`src/hw/rtl/pol_pkg.sv`:
```
// Package for the positional ordered list: field widths, request and status
// codes, default sizes and the command struct broadcast to the cell row.
// No dependencies.
package pol_pkg;

   localparam int DEPTH_DEFAULT      = 32;
   localparam int DATA_WIDTH_DEFAULT = 32;

   localparam int REQ_TYPE_WIDTH  = 2;
   localparam int POSITION_WIDTH  = 6;
   localparam int ENTRY_WIDTH     = 32;
   localparam int STATUS_WIDTH    = 2;
   localparam int READ_WIDTH      = 32;
   localparam int COUNT_OUT_WIDTH = 6;

   localparam logic [REQ_TYPE_WIDTH-1:0] REQ_INSERT = 2'd0;
   localparam logic [REQ_TYPE_WIDTH-1:0] REQ_DELETE = 2'd1;
   localparam logic [REQ_TYPE_WIDTH-1:0] REQ_READ   = 2'd2;

   localparam logic [STATUS_WIDTH-1:0] ST_OK     = 2'd0;
   localparam logic [STATUS_WIDTH-1:0] ST_FULL   = 2'd1;
   localparam logic [STATUS_WIDTH-1:0] ST_EMPTY  = 2'd2;
   localparam logic [STATUS_WIDTH-1:0] ST_BADPOS = 2'd3;

   typedef struct packed {
      logic shift_up;
      logic shift_down;
      logic read_en;
   } pol_cmd_type;

endpackage

```
`src/hw/rtl/pol_if.sv`:
```
// Valid/ready channel interfaces for request and response items.
// Depends on pol_pkg for the field widths.
interface pol_req_if import pol_pkg::*; ();
   logic                      valid;
   logic                      ready;
   logic [REQ_TYPE_WIDTH-1:0] req_type;
   logic [POSITION_WIDTH-1:0] position;
   logic [ENTRY_WIDTH-1:0]    entry_data;

   modport source (output valid, req_type, position, entry_data, input ready);
   modport sink   (input valid, req_type, position, entry_data, output ready);
endinterface

interface pol_rsp_if import pol_pkg::*; ();
   logic                       valid;
   logic                       ready;
   logic [STATUS_WIDTH-1:0]    status;
   logic [READ_WIDTH-1:0]      read_data;
   logic [COUNT_OUT_WIDTH-1:0] entry_count;

   modport source (output valid, status, read_data, entry_count, input ready);
   modport sink   (input valid, status, read_data, entry_count, output ready);
endinterface

```
`src/hw/rtl/positional_ordered_list.sv`:
```
// Positional ordered list: a row of DEPTH cells that together hold up to
// DEPTH words, addressed by 1-based position. Insert, delete and read each
// take one item per cycle; the response appears in an output register in the
// cycle after acceptance, and a new request is accepted whenever that
// register is empty or being emptied in the same cycle. An insert or delete
// moves all later entries together, since every cell loads from its neighbor
// at once. Status reports full or empty ahead of an invalid position. There
// is no clearing pass after reset: only the entry count and the response
// valid flag are reset. Depends on pol_pkg, pol_if and pol_cell.
module positional_ordered_list_core
   import pol_pkg::*;
#(
   parameter int DEPTH      = DEPTH_DEFAULT,
   parameter int DATA_WIDTH = DATA_WIDTH_DEFAULT
) (
   input logic       clock,
   input logic       reset,
   pol_req_if.sink   req_chan,
   pol_rsp_if.source rsp_chan
);

   localparam int CW     = $clog2(DEPTH + 1);
   localparam int PW     = $clog2(DEPTH);
   localparam int CMP_W  = ((CW > POSITION_WIDTH) ? CW : POSITION_WIDTH) + 1;

   logic [CW-1:0]              count_ff;
   logic [CW-1:0]              count_in;
   logic                       rsp_valid_ff;
   logic [STATUS_WIDTH-1:0]    status_ff;
   logic [STATUS_WIDTH-1:0]    status_in;
   logic [READ_WIDTH-1:0]      rdata_ff;
   logic [READ_WIDTH-1:0]      rdata_in;
   logic [COUNT_OUT_WIDTH-1:0] cnt_out_ff;

   logic                  accept;
   pol_cmd_type           cmd;
   logic [CMP_W-1:0]      pos_ext;
   logic [CMP_W-1:0]      cnt_ext;
   logic [CMP_W-1:0]      cnt_next_ext;
   logic [PW-1:0]         pos_idx;
   logic [DATA_WIDTH-1:0] wr_word;
   logic [DATA_WIDTH-1:0] rd_word;
   logic [DATA_WIDTH-1:0] cell_word [DEPTH];
   logic [DATA_WIDTH-1:0] hit_word  [DEPTH];

   assign req_chan.ready = !rsp_valid_ff || rsp_chan.ready;
   assign accept         = req_chan.valid && req_chan.ready;

   assign pos_ext      = CMP_W'(req_chan.position);
   assign cnt_ext      = CMP_W'(count_ff);
   assign cnt_next_ext = CMP_W'(count_in);
   assign pos_idx      = PW'(pos_ext - CMP_W'(1));

   // Stored words are the entry field fitted to the data width, and the
   // response shows the low bits of a stored word.
   generate
      if (DATA_WIDTH <= ENTRY_WIDTH) begin : g_wr_narrow
         assign wr_word = req_chan.entry_data[DATA_WIDTH-1:0];
      end else begin : g_wr_wide
         assign wr_word = {{(DATA_WIDTH - ENTRY_WIDTH){1'b0}}, req_chan.entry_data};
      end
      if (DATA_WIDTH >= READ_WIDTH) begin : g_rd_wide
         assign rdata_in = rd_word[READ_WIDTH-1:0];
      end else begin : g_rd_narrow
         assign rdata_in = {{(READ_WIDTH - DATA_WIDTH){1'b0}}, rd_word};
      end
   endgenerate

   always_comb begin
      cmd       = '0;
      status_in = ST_OK;
      count_in  = count_ff;
      case (req_chan.req_type)
         REQ_INSERT: begin
            if (count_ff == CW'(DEPTH)) begin
               status_in = ST_FULL;
            end else if ((pos_ext == '0) || (pos_ext > (cnt_ext + CMP_W'(1)))) begin
               status_in = ST_BADPOS;
            end else begin
               cmd.shift_up = accept;
               count_in     = count_ff + CW'(1);
            end
         end
         REQ_DELETE, REQ_READ: begin
            if (count_ff == '0) begin
               status_in = ST_EMPTY;
            end else if ((pos_ext == '0) || (pos_ext > cnt_ext)) begin
               status_in = ST_BADPOS;
            end else if (req_chan.req_type == REQ_READ) begin
               cmd.read_en = 1'b1;
            end else begin
               cmd.shift_down = accept;
               count_in       = count_ff - CW'(1);
            end
         end
         default: begin
            status_in = ST_BADPOS;
         end
      endcase
   end

   generate
      for (genvar i = 0; i < DEPTH; i++) begin : g_cell
         logic [DATA_WIDTH-1:0] left_word;
         logic [DATA_WIDTH-1:0] right_word;

         if (i == 0) begin : g_first
            assign left_word = '0;
         end else begin : g_mid_l
            assign left_word = cell_word[i-1];
         end
         if (i == DEPTH - 1) begin : g_last
            assign right_word = cell_word[i];
         end else begin : g_mid_r
            assign right_word = cell_word[i+1];
         end

         pol_cell #(
            .DATA_WIDTH (DATA_WIDTH),
            .IDX_WIDTH  (PW),
            .INDEX      (i)
         ) u_cell (
            .clock      (clock),
            .cmd        (cmd),
            .pos_idx    (pos_idx),
            .wr_word    (wr_word),
            .left_word  (left_word),
            .right_word (right_word),
            .word_out   (cell_word[i]),
            .hit_word   (hit_word[i])
         );
      end
   endgenerate

   // At most one cell drives a nonzero hit word.
   always_comb begin
      rd_word = '0;
      for (int i = 0; i < DEPTH; i++) begin
         rd_word = rd_word | hit_word[i];
      end
   end

   always_ff @(posedge clock) begin
      if (reset) begin
         count_ff     <= '0;
         rsp_valid_ff <= 1'b0;
      end else begin
         if (accept) begin
            count_ff     <= count_in;
            rsp_valid_ff <= 1'b1;
         end else if (rsp_chan.ready) begin
            rsp_valid_ff <= 1'b0;
         end
      end
      if (accept) begin
         status_ff  <= status_in;
         rdata_ff   <= rdata_in;
         cnt_out_ff <= cnt_next_ext[COUNT_OUT_WIDTH-1:0];
      end
   end

   assign rsp_chan.valid       = rsp_valid_ff;
   assign rsp_chan.status      = status_ff;
   assign rsp_chan.read_data   = rdata_ff;
   assign rsp_chan.entry_count = cnt_out_ff;

endmodule

```
`src/hw/rtl/pol_cell.sv`:
```
// One slot of the list. It holds a word and loads from its left neighbor,
// its right neighbor or the new word, as the broadcast command selects.
// Depends on pol_pkg.
module pol_cell
   import pol_pkg::*;
#(
   parameter int DATA_WIDTH = DATA_WIDTH_DEFAULT,
   parameter int IDX_WIDTH  = 5,
   parameter int INDEX      = 0
) (
   input  logic                  clock,
   input  pol_cmd_type           cmd,
   input  logic [IDX_WIDTH-1:0]  pos_idx,
   input  logic [DATA_WIDTH-1:0] wr_word,
   input  logic [DATA_WIDTH-1:0] left_word,
   input  logic [DATA_WIDTH-1:0] right_word,
   output logic [DATA_WIDTH-1:0] word_out,
   output logic [DATA_WIDTH-1:0] hit_word
);

   localparam logic [IDX_WIDTH-1:0] IDX = IDX_WIDTH'(INDEX);

   logic [DATA_WIDTH-1:0] data_ff;
   logic [DATA_WIDTH-1:0] data_in;

   always_comb begin
      data_in = data_ff;
      if (cmd.shift_up) begin
         if (pos_idx == IDX) begin
            data_in = wr_word;
         end else if (pos_idx < IDX) begin
            data_in = left_word;
         end
      end else if (cmd.shift_down && (pos_idx <= IDX)) begin
         data_in = right_word;
      end
   end

   always_ff @(posedge clock) begin
      data_ff <= data_in;
   end

   assign word_out = data_ff;
   assign hit_word = (cmd.read_en && (pos_idx == IDX)) ? data_ff : '0;

endmodule

```
`src/flat_wrapper.sv`:
```
// flat-port wrapper written by rule: the top's interface ports become plain ports
module positional_ordered_list_core_flat import pol_pkg::*;
#(
   parameter int DEPTH      = DEPTH_DEFAULT,
   parameter int DATA_WIDTH = DATA_WIDTH_DEFAULT
)
  (clock, reset, req_chan_valid, req_chan_req_type, req_chan_position, req_chan_entry_data, req_chan_ready, rsp_chan_valid, rsp_chan_status, rsp_chan_read_data, rsp_chan_entry_count, rsp_chan_ready);
  pol_req_if req_chan_i ();
  pol_rsp_if rsp_chan_i ();
  input logic clock;
  input logic reset;
  input wire logic [$bits(req_chan_i.valid)-1:0] req_chan_valid;
  input wire logic [$bits(req_chan_i.req_type)-1:0] req_chan_req_type;
  input wire logic [$bits(req_chan_i.position)-1:0] req_chan_position;
  input wire logic [$bits(req_chan_i.entry_data)-1:0] req_chan_entry_data;
  output wire logic [$bits(req_chan_i.ready)-1:0] req_chan_ready;
  output wire logic [$bits(rsp_chan_i.valid)-1:0] rsp_chan_valid;
  output wire logic [$bits(rsp_chan_i.status)-1:0] rsp_chan_status;
  output wire logic [$bits(rsp_chan_i.read_data)-1:0] rsp_chan_read_data;
  output wire logic [$bits(rsp_chan_i.entry_count)-1:0] rsp_chan_entry_count;
  input wire logic [$bits(rsp_chan_i.ready)-1:0] rsp_chan_ready;
  assign req_chan_i.valid = req_chan_valid;
  assign req_chan_i.req_type = req_chan_req_type;
  assign req_chan_i.position = req_chan_position;
  assign req_chan_i.entry_data = req_chan_entry_data;
  assign req_chan_ready = req_chan_i.ready;
  assign rsp_chan_valid = rsp_chan_i.valid;
  assign rsp_chan_status = rsp_chan_i.status;
  assign rsp_chan_read_data = rsp_chan_i.read_data;
  assign rsp_chan_entry_count = rsp_chan_i.entry_count;
  assign rsp_chan_i.ready = rsp_chan_ready;
  positional_ordered_list_core #(.DEPTH(DEPTH), .DATA_WIDTH(DATA_WIDTH)) u_core (.clock(clock), .reset(reset), .req_chan(req_chan_i), .rsp_chan(rsp_chan_i));
endmodule
```
`config.mk`:
```
export PLATFORM = sky130hd
export DESIGN_NAME = positional_ordered_list_core_flat
export DESIGN_NICKNAME = d
export VERILOG_FILES = /design/src/hw/rtl/pol_pkg.sv /design/src/hw/rtl/pol_if.sv /design/src/hw/rtl/positional_ordered_list.sv /design/src/hw/rtl/pol_cell.sv /design/src/flat_wrapper.sv
export SDC_FILE = /design/constraint.sdc
export NUM_CORES = 2
export LEC_CHECK = 0
export BUFFER_PORTS_ARGS = -buffer_cell sky130_fd_sc_hd__buf_2
export CORE_MARGIN = 1.5
export CORE_UTILIZATION = 24
export DETAILED_ROUTE_END_ITERATION = 12
export PLACE_DENSITY_LB_ADDON = 0.2
export SLEW_MARGIN = 20
export SYNTH_ARGS = -nofsm -noshare
export SYNTH_HDL_FRONTEND = slang
export SYNTH_SLANG_ARGS = --single-unit
```
`constraint.sdc`:
```
create_clock -name clock -period 7.3 [get_ports clock]
set_input_delay 0.365 -clock clock [delete_from_list [all_inputs] [get_ports clock]]
set_output_delay 0.365 -clock clock [all_outputs]
set_load 0.01 [all_outputs]
```
* Word-level counts from Yosys, hierarchy flattened
Index checks and enable logic that the tools add are counted.
Widths: inputs -> output; s select.
** Word-level totals
- Bits in registers :: 1071
- Output and inout port bits :: 42
- Logic and storage cells :: 519
** Operators by class
- Add/subtract/negate cells :: 4
- Magnitude comparators :: 65
- Equal/unequal tests :: 65
- Muxes and demuxes :: 179
- Bitwise logic cells :: 31
- Reduce and logical (&&, ||, !) cells :: 138
** Operators with widths (count)
- $mux 32 :: 158
- $or 32x32->32 :: 31
- $ne 3x3->1 const B :: 31
- $eq 5x5->1 const B :: 16
- $lt 5x5->1 const B :: 16
- $le 5x5->1 const B :: 15
- $reduce_bool 2->1 :: 33
- $logic_and 1x1->1 :: 64
- $reduce_and 2->1 :: 32
- $eq 5x4->1 const B :: 8
- $le 5x4->1 const B :: 8
- $lt 5x4->1 const B :: 8
- $mux 6 :: 5
- $eq 5x3->1 const B :: 4
- $le 5x3->1 const B :: 4
- $lt 5x3->1 const B :: 4
- $mux 2 :: 7
- $pmux 6 s2 :: 1
- $eq 5x2->1 const B :: 2
- $le 5x1->1 const B :: 2
- $le 5x2->1 const B :: 2
- $lt 5x1->1 const B :: 2
- $lt 5x2->1 const B :: 2
- $add 6x1->7 const B :: 1
- 18 further kinds :: 26

* Longest topological paths before layout
- Depth in word-level cells :: 40
- Mapped depth :: 15

* Cells and area by module
From an unflattened synthesis, not the netlist that was laid out.
** Unflattened totals
- Cell total of the unflattened synthesis :: 7699
- Area total of the unflattened synthesis :: 69913.3 µm²
** Modules (own cells, without submodules)
- positional_ordered_list_core :: instances 1, cells each 559, area each 4708.3 µm², sequential area each 1341.3 µm²
- pol_cell at u_core.g_cell[28].u_cell ... :: instances 2, cells each 226, area each 2029.4 µm², sequential area each 960.9 µm²
- pol_cell at u_core.g_cell[4].u_cell :: instances 1, cells each 224, area each 2227.1 µm², sequential area each 960.9 µm²
- pol_cell at u_core.g_cell[21].u_cell :: instances 1, cells each 256, area each 2217.1 µm², sequential area each 960.9 µm²
- pol_cell at u_core.g_cell[10].u_cell :: instances 1, cells each 257, area each 2190.9 µm², sequential area each 960.9 µm²
- pol_cell at u_core.g_cell[16].u_cell :: instances 1, cells each 223, area each 2162.1 µm², sequential area each 960.9 µm²
- pol_cell at u_core.g_cell[27].u_cell :: instances 1, cells each 226, area each 2138.3 µm², sequential area each 960.9 µm²
- pol_cell at u_core.g_cell[25].u_cell :: instances 1, cells each 225, area each 2133.3 µm², sequential area each 960.9 µm²
- pol_cell at u_core.g_cell[13].u_cell :: instances 1, cells each 224, area each 2129.5 µm², sequential area each 960.9 µm²
- pol_cell at u_core.g_cell[12].u_cell :: instances 1, cells each 225, area each 2105.8 µm², sequential area each 960.9 µm²
- pol_cell at u_core.g_cell[6].u_cell :: instances 1, cells each 225, area each 2093.3 µm², sequential area each 960.9 µm²
- pol_cell at u_core.g_cell[30].u_cell :: instances 1, cells each 221, area each 2083.2 µm², sequential area each 960.9 µm²
- pol_cell at u_core.g_cell[26].u_cell :: instances 1, cells each 225, area each 2067.0 µm², sequential area each 960.9 µm²
- pol_cell at u_core.g_cell[14].u_cell :: instances 1, cells each 225, area each 2048.2 µm², sequential area each 960.9 µm²
- +18 rows

* Least setup slack after synthesis
OpenSTA, ideal clock, no wires.
- Path kind :: input to register
- Start :: input port req_chan_position[0]
- End :: register u_core.g_cell[0].u_cell.data_ff[0] (enable)
- Setup time :: 0.501 ns
- Data arrival time :: 5.741 ns
- Data required time :: 6.799 ns
- Slack :: 1.058 ns
- Stages on the path :: 13
- Cells stage by stage :: clkbuf_1 > inv_1 > ha_1 > buf_4 > nor2b_1 > buf_4 > a211oi_1 > a31oi_2 > buf_4 > nor3_1 > o21ai_0 > clkbuf_1 > nor4_1
** On the way
- Word-level cells in the longest chain between the ends :: 8
** Ends and longest elaborated chain
- start: declaration :: RTL line flat_wrapper.sv:14 : input wire logic [$bits(req_chan_i.position)-1:0] req_chan_position;
- parallel branches: the longest is 7 deep, another holds $sub 5x1->5
- $reduce_and 2->1 (no line) *
- end signal: assignment :: RTL line pol_cell.sv:40 : data_ff <= data_in;
- end: declaration :: RTL line pol_cell.sv:23 : logic [DATA_WIDTH-1:0] data_ff;
Mark *: on every way between the ends.
A chain may end at the register's enable or synchronous reset.

* Final worst setup path
- Start :: register u_core.count_ff[5]
- End :: register u_core.g_cell[30].u_cell.data_ff[1] (enable)
** On the way
- Word-level cells in the longest chain between the ends :: 8
** Ends and longest elaborated chain
- start: declaration :: RTL line positional_ordered_list.sv:26 : logic [CW-1:0] count_ff;
- start signal: assignment :: RTL line positional_ordered_list.sv:149 : count_ff <= count_in;
- $add 6x1->7 / $gt 6x6->1 (equally long branches) :: RTL line positional_ordered_list.sv:77, positional_ordered_list.sv:87
- $gt 6x7->1 / $logic_or 1x1->1 (equally long branches) :: RTL line positional_ordered_list.sv:77, positional_ordered_list.sv:87
- $logic_or 1x1->1 / $mux 2 (equally long branches) :: RTL line positional_ordered_list.sv:77, positional_ordered_list.sv:87
- $mux 1 / $mux 2 (equally long branches) :: RTL line positional_ordered_list.sv:77, positional_ordered_list.sv:85
- $mux 1 / $mux 2 (equally long branches) :: RTL line positional_ordered_list.sv:75, positional_ordered_list.sv:73
- $mux 1 / $logic_and 1x1->1 (equally long branches) :: RTL line positional_ordered_list.sv:73, pol_cell.sv:34
- $ne 3x3->1 (no line) / $reduce_bool 2->1 (equally long branches)
- $reduce_and 2->1 (no line) *
- end signal: assignment :: RTL line pol_cell.sv:40
- end: declaration :: RTL line pol_cell.sv:23
Mark *: on every way between the ends. The rest lies on a longest branch, timed or not.

==> impl_metrics.ini <==
[outcome]
status = finished clean

[global_route]
grtUsageMet1_pct = 37.03
grt_overflow = 0
grt_pass1_wl_mm = 496.0
busiest_layer = met2
grt_pass1_vias = 53360
met2_usage_pct = 39.71
antenna_found_initial = 37
use_met3_pct = 7.090
grt_max_degree = 172
track_usage_pct = 27.57

[critical_path]
cpPeakStageDelay_ps = 860
crit_type = flip-flop to flip-flop
worstPathMaxFanout = 18
crit_chain = inv_1 -> ha_1 -> a41o_1 -> a21oi_1 -> a31oi_4 -> nor3_1 -> o21ai_4 -> buf_4 -> a21oi_4 -> buf_4
critical_path.top_delay_family = compound AO/OA/AOI/OAI gates
worstSetupEndpointType = flip-flop
slowest_stage = a21oi_4
crit_top_cell = buf_4
cp-start-kind = flip-flop
required_ps = 7790
crit_arrival_ps = 5850
worst-path-buf-inv = 3

[timing]
maxSlewHeadroom_pct = 17.04
hold_viol_final = 0
fin_tns_setup_ps = 0
setup_violations = 0
fin_crit_sh_pct = 73.36
tightestPinTransition_ps = 1244
period_minus_slack_ps = 5355
max_freq_mhz = 186.7
rsz0062_at_grt = no
skew_ps = 57.84
drv_slew = 0

[route]
drtIter0Drc = 11530
vias_per_cell = 6.071
route.detailed.drc = 0
route.vias.total = 59010
wl_per_cell_um = 38.80
dr.pass1.iters = 10
routed_wl_mm = 377.2
drtAntennaViolNets = 0

[power_and_ir_drop]
leakage_nw = 24.88
power_per_cell_area_mw_per_mm2 = 211.8
vdd_drop_max_mv = 0.2676

[logic_synthesis]
syn_area_mm2 = 0.06225
ys.flop_type = edfxtp_1
syn-num-nets = 6406
netlist_instances = 6339
synth_edf_count = 1064
async_flop_share_pct = 0
ys_seq_area_share_pct = 51.55
synth_cell_types = 102
ys_warn_count = 0
synth.avg_cell_area_um2 = 9.821
ys_ff_latch = 1071

[finish]
syn_to_final_growth_pct = 16.00
fill_cells = 27130
final_layout_size_suffix_gt1_share_pct = 11.74
design_area_mm2 = 0.07222
layout.nets = 6283

[placed_design]
io_buffers = 85
post-dp-hpwl_mm = 245.3
place_congestion = 0.9943
placed_area_mm2 = 0.06783

[cts]
htree_levels = 4
clk_pin_slew_ps = 60
numCtsBuffers = 141
ctsResizeCount = 0
worst_skew_pair.late_latency_ps = 850
clockBufferDepth = 3
cts-root-buf = clkbuf_16
cts_tree = yes
clock-sinks = 1071

[floorplan]
die_w_um = 512.3
rows = 186
initial_core_util_pct = 24.19
die_area_mm2 = 0.2625
core_mm2 = 0.2574
ios = 86
dieHeight_um = 512.3

[min_path]
hold_class = input port to flip-flop

[job]
maxCapViolations = 0
## per-stage QoR
| step | utilization (%) | power (W) | hold WS, ps | instances | worst slack, ps |
|---|---|---|---|---|---|
| 2_1_floorplan | - | 0.007788 | 434.1 | 6339 | 1058 |
| 3_3_place_gp | 26.33 | 0.008510 | 504.7 | 9451 | 1834 |
| 3_5_place_dp | 26.35 | 0.008518 | 532.9 | 9453 | 2069 |
| 4_1_cts | 28.03 | 0.01528 | 175.3 | 9705 | 2080 |
| 5_1_grt | 28.04 | 0.01558 | 235.0 | 9708 | 1883 |
| 6_report | 28.06 | 0.01529 | 211.7 | 9721 | 1945 |
## logic make-up after synthesis
family                     count (synthesis)  share of synthesized area (%)
adders and majority gates                 23                         0.4623
and+or+nand+nor                         2203                          14.67
xor gates and xnor gates                  10                         0.1648
DFF                                     1071                          51.55
buffers and inverters                    636                          4.235
AOI/OAI and AO/OA                       1697                          17.54
muxes                                    699                          11.39
## power breakdown
group | total [W] | internal [W] | switching (W)
logic | 0.00146 | 0.000351 | 0.00111
clock network | 0.00683 | 0.00380 | 0.00303
registers | 0.00700 | 0.00687 | 0.000134
total | 0.0153 | 0.0110 | 0.00428
## Yosys cell counts, drive strengths merged (63+ instances only)
cell type	number	share of area (%)
a21oi	714	5.8
a222oi	63	1.0
a22o	68	0.96
a22oi	146	1.8
a31oi	383	3.9
buf	192	1.6
clkbuf	415	2.5
edfxtp	1064	51
mux2	71	1.3
mux2i	628	10
nand2	818	4.9
nand3	108	0.88
nor2	1041	6.3
## flip-flops by register name, summed over array words and instances, names as in the netlist
register                       flops
u_core.count_ff                    6
u_core.rsp_chan.entry_count        6
u_core.rsp_chan.status             2
u_core.rsp_chan.valid              1
u_core.g_cell.u_cell.word_out   1024
u_core.rsp_chan.read_data         32
## final cells by class
type | count | area (um^2) | area share (%)
antenna | 15 | 37.54 | 0.05198
clock buffer | 184 | 3775 | 5.227
clock inverter | 65 | 520.5 | 0.7207
inverter | 29 | 108.9 | 0.1507
multi-input combinational | 4632 | 28550 | 39.53
sequential | 1071 | 32090 | 44.44
tap | 3384 | 4234 | 5.863
timing repair buffer | 341 | 2903 | 4.020
## final timing paths
check	from	end	slack [ps]	cells past startpoint
max	u_core.count_ff[5]	u_core.g_cell[30].u_cell.word_out[1]	1940	10
max reg2reg	u_core.count_ff[5]	u_core.g_cell[30].u_cell.word_out[1]	1940	10
min reg2reg	u_core.count_ff[1]	u_core.count_ff[1]	580	2
min	req_chan_entry_data[2]	u_core.g_cell[9].u_cell.word_out[2]	210	3
## cells in the final DEF (no fill, tap or decap), types with 28 or more instances in the layout
cell type,instances
clkbuf_16,145
a22o_1,68
nand3_1,107
nand4_1,56
nor2_1,1022
mux2_2,70
clkinv_1,30
a21oi_1,684
a221oi_1,32
a22oi_1,145
edfxtp_1,1064
and3_1,29
mux2i_1,628
nand2_1,803
buf_4,211
buf_12,42
clkbuf_1,39
a21oi_4,29
a222oi_1,63
inv_1,28
o21ai_0,48
buf_2,84
a31oi_1,377
## tightest hold or removal path, stage by stage
cell     delay (ps)
buf_2           310
nand2_1         130
a31oi_1          80
## per-layer routing
layer,wire [um],vias to the layer above
met5,154,-
met4,24740,22
met3,44560,1004
met2,157100,4613
met1,150700,29870
li1,-,23500
## timing repair
action / CTS / global route
buffers inserted: 0 / 0
hold endpoints to repair: 7 / 0
setup endpoints to repair: 0 / 0
hold buffers: 3 / 0
Power figures use the tool's default switching activity.
